### src/sv/cprt_pkg.sv
// Package for the correctable error page retirement tracker.
// Holds table sizes, field widths and outcome codes; no dependencies.
package cprt_pkg;
    localparam int LINE_ENTRIES = 256;
    localparam int PAGE_ENTRIES = 64;
    localparam int PAGE_SHIFT   = 12;
    localparam int LINE_SHIFT   = 6;
    localparam int ADDR_W  = 48;
    localparam int LINE_W  = ADDR_W - LINE_SHIFT;
    localparam int PAGE_W  = ADDR_W - PAGE_SHIFT;
    localparam int RPAGE_W = 36;
    localparam int LIDX_W  = $clog2(LINE_ENTRIES);
    localparam int PIDX_W  = $clog2(PAGE_ENTRIES);
    localparam int LCNT_W  = LIDX_W + 1;
    localparam int PCNT_W  = PIDX_W + 1;
    localparam int REMOVED_W = 9;

    typedef enum logic [2:0] {
        OUT_KNOWN   = 3'd0,
        OUT_FIRST   = 3'd1,
        OUT_ADDED   = 3'd2,
        OUT_RETIRED = 3'd3,
        OUT_FULL    = 3'd4
    } outcome_t;

    typedef enum logic [1:0] {
        CFG_RETIRE   = 2'd0,
        CFG_BASE_THR = 2'd1,
        CFG_BASE_MODE = 2'd2
    } cfg_idx_t;

    typedef struct packed {
        logic [7:0] retire_threshold;
        logic [7:0] baseline_threshold;
        logic       baseline_mode;
    } cfg_t;
endpackage

### src/sv/cprt_cfg.sv
// Configuration register file of the page retirement tracker.
// Depends on cprt_pkg.
module cprt_cfg (
    input  logic          aclk,
    input  logic          aresetn,
    input  logic          cfg_valid,
    output logic          cfg_ready,
    input  logic [1:0]    cfg_index,
    input  logic [7:0]    cfg_data,
    output cprt_pkg::cfg_t cfg
);
    import cprt_pkg::*;

    cfg_t cfg_reg;

    assign cfg_ready = 1'b1;
    assign cfg = cfg_reg;

    always_ff @(posedge aclk) begin
        if (!aresetn) begin
            cfg_reg.retire_threshold   <= 8'd4;
            cfg_reg.baseline_threshold <= 8'd4;
            cfg_reg.baseline_mode      <= 1'b0;
        end else if (cfg_valid) begin
            case (cfg_index)
                CFG_RETIRE:    cfg_reg.retire_threshold   <= cfg_data;
                CFG_BASE_THR:  cfg_reg.baseline_threshold <= cfg_data;
                CFG_BASE_MODE: cfg_reg.baseline_mode      <= cfg_data[0];
                default: ;
            endcase
        end
    end
endmodule

### config.mk
export PLATFORM = sky130hd
export DESIGN_NAME = cprt_cfg
export DESIGN_NICKNAME = d
export VERILOG_FILES = /design/src/sv/cprt_pkg.sv /design/src/sv/cprt_cfg.sv
export SDC_FILE = /design/constraint.sdc
export NUM_CORES = 1
export LEC_CHECK = 0
export CELL_PAD_IN_SITES_DETAIL_PLACEMENT = 1
export CELL_PAD_IN_SITES_GLOBAL_PLACEMENT = 2
export CORE_MARGIN = 2
export CORE_UTILIZATION = 35
export DETAILED_ROUTE_END_ITERATION = 10
export DONT_BUFFER_PORTS = 1
export PLACE_DENSITY_LB_ADDON = 0.1
export SYNTH_ARGS = -nofsm -noshare
export SYNTH_HDL_FRONTEND = slang
export SYNTH_SLANG_ARGS = --single-unit
export TNS_END_PERCENT = 30
### constraint.sdc
create_clock -name aclk -period 2 [get_ports aclk]
set_input_delay 0.5 -clock aclk [delete_from_list [all_inputs] [get_ports aclk]]
set_output_delay 0.5 -clock aclk [all_outputs]
set_load 0.02 [all_outputs]
* Word level (Yosys, flattened, before mapping) *
Index checks and enable logic that the tools add are counted.

cells by class
  equality and inequality tests = 2
  reductions and logical operators = 4

operator list
  cell                                                                   count
  2-bit AND reduction                                                    3
  2-bit by 1-bit equality test with 1-bit output, second input constant  1
  2-bit equality test, second input constant                             1
  2-bit logical NOT                                                      1

word-level totals
  bits of input ports = 13
  output and inout bits = 18
  word-level logic and storage cells = 9
  bits in registers = 17

* Depth between registers and ports, before layout *
Gate-level depths: netlist of run 1.

  word-level depth = 2
  depth in mapped cells = 3
  gate-level depth less buffers = 2

* Worst setup path after synthesis of run 1 *
No wires, ideal clock.

  path type = input -> register
  start = input port cfg_index[1]
  end = register cfg_reg, in the netlist cfg[11]
  setup time = 121 ps
  stages on the path = 3
  setup slack = 749 ps
  path buffers = 1
  arrival time = 1,129 ps
  data required time = 1,879 ps
  cell sequence = or3b_1 buf_6 mux2i_1

between the ends
  word-level cells in the longest chain between the ends = 2

RTL lines
  element                               line            source
  from (decl)                           cprt_cfg.sv:8   input logic [1:0] cfg_index,
  2-bit logical NOT                     cprt_cfg.sv:25  case (cfg_index)
  2-bit AND reduction (no source line)  -
  to (decl)                             cprt_cfg.sv:14  cfg_t cfg_reg;

No other way between the ends.
A chain may end at the register's enable or synchronous reset.

* Final worst setup path of run 1 *
  start = register cfg_reg, in the netlist cfg[12]
  end = output port cfg[12] in the netlist's numbering

RTL lines
  element    line            source
  to (decl)  cprt_cfg.sv:10  output cprt_pkg::cfg_t cfg

No word-level cell between the ends.

==> run metrics, run 1 <==
largest net degree at the start of global routing=26; initial antenna violation count=0; drt first pass iters=2; Final min period=around 1.3 ns; max-slew violations=0; setup TNS=0 ns; routed vias/inst=about 4.7; post-synthesis sequential element count=17; NumNets Final=between 80 and 90; register area=~340 sq um; Pleak=roughly 0.30 nW; commonest cells after routing, fill and taps aside=22 x nand2_1, 17 x mux2i_1, 17 x dfxtp_1; Worst Path Arrival=between 0.7 and 0.8 ns; drt wl/cell=13.2 um; max FFs per register=17; Worst VDD drop=around 0.00035 V; Root Driver=clkbuf_4; # fillers=223; Antenna Nets Post-Route=0; crit path max fanout=2; sequential cell area fraction in the yosys report=approximately half; Hold WC Path Type=in2reg; Initial Utilization=between 30% and 40%; Crit Path Class=reg2out; ant diodes=0; area of the multi-input gates=302 sq um; maximum clock rate=roughly 800 MHz; max-cap check violation count=0; Syn-to-layout area delta=3.71%; GRT Residual Overflow=0; total power=around 600 uW; most common cell after layout, fill and taps aside=nand2_1; PD cells=~830 nW/um^2; row count=15; Die Ht=approximately 48 um; Final HPWL DP=approximately 860 um; Synth Instances=68; Max Clock Skew=0 ns; Worst-Skew Late Latency=around 0.28 ns; Die Width=47.9 um; DRC Markers=0; htree depth=1; synthesized area=~670 sq um; die area=between 2000 and 2500 sq um; total CTS buffers=3; share of layout cells above drive strength 1=about 6%; outcome=completed; CTS resizes=0; syn avg cell area=a little under 10 sq um; vias in the first global route=~390; CP Capture Type=primary output; Max Root-Sink Buffers=2; count of final setup violators=0; synth warn=0; final period utilization=about 63%; syn nets=a little over 80; cts hold-fix bufs=0; area of the core=around 1800 sq um; DRT iter0 DRCs=4; RSZ-0062 raised after global routing=no; global-route wire length before repair=1880 um; WL final=between 1000 and 1500 um; Port Buffer Count=0; CTS tree=yes; GPL Wtd Cong=0.579; Post-CTS Setup Bufs=0; Clk pin slew, worst setup/hold paths=around 0.1 ns; fin cells=slightly above 90; final hold violation count=0; Tot GR Track Use=between 10% and 20%; distinct cell type count after synthesis=12; Cells after DPL=88; CP required=1.50 ns; I/O pins=31; detailed-route via count=about 440; startpoint types=flip-flop; clk sinks=17
-- final timing paths --
| path | cells after the start | start | to | slack, ns |
|---|---|---|---|---|
| worst max-delay path | 0 | cfg[12]$_SDFFE_PN0P_ | cfg[12] | 0.75 |
| worst min-delay path | 2 | aresetn | cfg[6]$_SDFFE_PN0P_ | 0.35 |
| worst max register to register | 2 | cfg[12]$_SDFFE_PN0P_ | cfg[12]$_SDFFE_PN0P_ | 1.26 |
| worst min register to register | 2 | cfg[6]$_SDFFE_PN0P_ | cfg[6]$_SDFFE_PN0P_ | 0.56 |
-- routing by layer --
layer,track usage (%),vias to the layer above,wire [um]
li1,-,217,-
met2,17.6,17,543
met4,8.11,0,14
met5,0,-,0
met3,3.40,2,95
met1,16.1,199,557
-- synth_stat cells --
master,n,area (sq um)
clkbuf_1,1,3.75
dfxtp_1,17,340
nand3b_1,1,7.51
and3b_2,1,10.0
conb_1,1,3.75
nor2b_1,3,18.8
buf_2,2,10.0
nand2_1,22,82.6
buf_4,1,7.51
buf_6,1,11.3
or3b_1,1,8.76
mux2i_1,17,170
-- logic make-up after synthesis --
logic type | Yosys count | synth area share [%]
and+or+nand+nor | 28 | 18.9
muxes | 17 | 25.2
DFF | 17 | 50.5
buffers and inverters | 5 | 4.82
other | 1 | 0.556
-- cell type report --
cell class / instances / share of cell area (%)
Clock buffer: 4 / 3.76
Sequential cell: 17 / 48.7
Tap cell: 25 / 4.47
Multi-Input combinational cell: 46 / 43.1
-- per-stage QoR --
stage | utilization (%) | cell area, sq um | setup WS [ns] | hold slack (ns)
after floorplan | - | 674 | 0.749 | 0.532
after global routing | 39.6 | 699 | 0.708 | 0.339
after global placement | 38.2 | 673 | 0.585 | 0.544
after detailed placement | 38.2 | 673 | 0.568 | 0.548
final | 39.6 | 699 | 0.750 | 0.352
after CTS | 39.6 | 699 | 0.738 | 0.347
-- where the power goes --
part | internal, mW | switching [mW] | leakage, nW | total [mW]
combinational | 0.0152 | 0.0166 | 0.149 | 0.0317
sequential | 0.350 | 0.0221 | 0.138 | 0.372
clock | 0.0773 | 0.102 | 0.0150 | 0.179
total | 0.443 | 0.141 | 0.302 | 0.583
Power figures use the tool's default switching activity.
==> inputs of run 2 (changes only) <==
--- a/config.mk
+++ b/config.mk
@@ -5,10 +5,11 @@
 export SDC_FILE = /design/constraint.sdc
 export NUM_CORES = 1
 export LEC_CHECK = 0
+export ABC_AREA = 1
 export CELL_PAD_IN_SITES_DETAIL_PLACEMENT = 1
 export CELL_PAD_IN_SITES_GLOBAL_PLACEMENT = 2
 export CORE_MARGIN = 2
-export CORE_UTILIZATION = 35
+export CORE_UTILIZATION = 30
 export DETAILED_ROUTE_END_ITERATION = 10
 export DONT_BUFFER_PORTS = 1
 export PLACE_DENSITY_LB_ADDON = 0.1
==> constraint.sdc (replaced) <==
create_clock -name aclk -period 1.3 [get_ports aclk]
set_input_delay 0.325 -clock aclk [delete_from_list [all_inputs] [get_ports aclk]]
set_output_delay 0.325 -clock aclk [all_outputs]
set_load 0.02 [all_outputs]
==> run 2 against run 1 <==
Sequential power increased by 61%. Register-to-register slack got worse by 0.74 ns. Power increased by 64%. Setup slack got worse by 0.53 ns. Largest power group unchanged. Via count increased by 50%. Clock skew unchanged. Area after synthesis increased by 15%. Routed wire length increased by 48%. Critical path depth unchanged. Sequential share of layout area decreased by 5.3 points. Final cell count increased by 51%.
==> run metrics, run 2 <==
die area=3010 sq um (was 2290 sq um); CTS resizes=0 (unchanged); Clk pin slew, worst setup/hold paths=0.10 ns (about the same); commonest cells after routing, fill and taps aside=24 x nand2_1, 23 x nor2_1, 17 x inv_1, 17 x dfxtp_1, 11 x nand3_1 (was 22 x nand2_1, 17 x mux2i_1, 17 x dfxtp_1); NumNets Final=123 (was 81); Port Buffer Count=0 (unchanged); initial antenna violation count=0 (unchanged); Worst VDD drop=0.000537 V (was 0.000349 V); final period utilization=83.0%; final hold violation count=0 (unchanged); Hold WC Path Type=in2reg (unchanged); Synth Instances=112 (was 68); EDFF count, synth=0 (unchanged); Final HPWL DP=1310 um (was 861 um); Synth area leader=dfxtp_1 (unchanged); Tot GR Track Use=13.3% (was 12.3%); # fillers=319 (was 223); Antenna Nets Post-Route=0 (unchanged); Post-CTS Setup Bufs=0 (unchanged); global-route wire length before repair=2730 um (was 1880 um); post-synthesis sequential element count=17 (unchanged); Most used DFF post-synth=dfxtp_1 (unchanged); Max Clock Skew=0 ns (unchanged); Cells after DPL=135 (was 88); WL final=1790 um (was 1210 um); Syn-to-layout area delta=1.13% (was 3.71%); total power=959 uW (was 583 uW); Async SR Flop Fraction=0% (unchanged); I/O pins=31 (unchanged); distinct cell type count after synthesis=14 (was 12); max-slew violations=0 (unchanged); Worst-Skew Late Latency=0.28 ns (about the same); Worst Reg-to-Reg Cells=4 (was 2); Die Width=54.9 um (was 47.9 um); outcome=completed (unchanged); syn nets=125 (was 81); most frequent cells after synthesis=24 x nand2_1, 23 x nor2_1, 17 x dfxtp_1, 17 x inv_1, 11 x nand3_1 (was 22 x nand2_1, 17 x dfxtp_1, 17 x mux2i_1, 3 x nor2b_1, 2 x buf_2); drt first pass iters=2 (unchanged); maximum clock rate=~930 MHz; share of layout cells above drive strength 1=6.42% (was 5.97%); area of the core=2450 sq um (was 1760 sq um); worst slack, placed=0.312 ns (was 0.568 ns); DRT iter0 DRCs=5 (was 4); fin cells=139 (was 92); critical path depth=0 (unchanged); Die Ht=54.9 um (was 47.9 um); sequential cell area fraction in the yosys report=43.8% (was 50.5%); Hold Path Depth=1 (was 2); row count=18 (was 15); drt wl/cell=12.9 um (was 13.2 um); Final min period=1.08 ns; largest net degree at the start of global routing=20 (was 26); syn avg cell area=6.94 sq um (was 9.92 sq um); Pleak=0.392 nW (was 0.302 nW); hold slack=0.127 ns (was 0.352 ns); Area contributors post-synth=dfxtp_1 44%, nand2_1 12%, nor2_1 11% (was dfxtp_1 50%, mux2i_1 25%, nand2_1 12%); startpoint types=flip-flop (unchanged); area of the multi-input gates=318 sq um (was 302 sq um); vias in the first global route=636 (was 391); DRC Markers=0 (unchanged); GPL Wtd Cong=0.650 (was 0.579); htree depth=1 (unchanged); count of final setup violators=0 (unchanged); count leader, synth=nand2_1 (unchanged); PD cells=1220 nW/um^2 (was 834 nW/um^2); register area=340 sq um (unchanged); setup TNS=0 ns (unchanged); cts hold-fix bufs=0 (unchanged); CTS tree=yes (unchanged); Root Driver=clkbuf_4 (unchanged); Max Root-Sink Buffers=2 (unchanged); Synth top area share=43.8% (was 50.5%); RSZ-0062 raised after global routing=no (unchanged); synthesized area=777 sq um (was 674 sq um); final worst setup slack=0.220 ns (was 0.750 ns); total CTS buffers=3 (unchanged); Crit Path Class=reg2out (unchanged); detailed-route via count=651 (was 435); CP Capture Type=primary output (unchanged); crit path max fanout=2 (unchanged); max FFs per register=17 (unchanged); Post-DP Area=759 sq um (was 673 sq um); Core Util, Final=32.0% (was 39.6%); most common cell after layout, fill and taps aside=nand2_1 (unchanged); synth warn=0 (unchanged); clk sinks=17 (unchanged); routed vias/inst=4.68 (was 4.73); Worst Path Arrival=0.75 ns (about the same); Initial Utilization=31.7% (was 38.2%); ant diodes=0 (unchanged); max-cap check violation count=0 (unchanged); CP required=0.98 ns (was 1.50 ns); GRT Residual Overflow=0 (unchanged); post-route cell area=786 sq um (was 699 sq um)
## run 2: final cells by class
cell class,instances,area share [%]
sequential,17,43.3
inverter,17,8.12
clock buffer,4,3.34
tap,30,4.78
multi-input combinational,71,40.4
## run 2: cells by family after synthesis
group | synth area share, %
buffers and inverters | 15.3
other | 0.483
AND/OR/NAND/NOR | 35.9
flip-flops | 43.8
AO/OA/AOI/OAI | 4.51
## run 2: worst paths after layout
path                                            from                   end  slack (ns)
worst max-delay path             cfg[8]$_SDFFE_PN0P_                cfg[8]        0.22
worst min-delay path                         aresetn   cfg[3]$_SDFFE_PN1P_        0.13
worst max register to register   cfg[6]$_SDFFE_PN0P_   cfg[6]$_SDFFE_PN0P_        0.52
worst min register to register  cfg[11]$_SDFFE_PN1P_  cfg[11]$_SDFFE_PN1P_        0.58
## run 2: metal layers
metal	part of all wire, %	wire length [um]	track usage, %
met3	7.9	141	4.30
met5	0	0	0
met1	43	777	15.1
met2	48	851	21.8
met4	1.1	19	7.32
## run 2: where the power goes
part / switching, mW / leakage, nW / internal, mW / total [mW]
sequential: 0.0498 / 0.139 / 0.548 / 0.598
combinational: 0.0493 / 0.238 / 0.0323 / 0.0816
clock: 0.161 / 0.0150 / 0.119 / 0.280
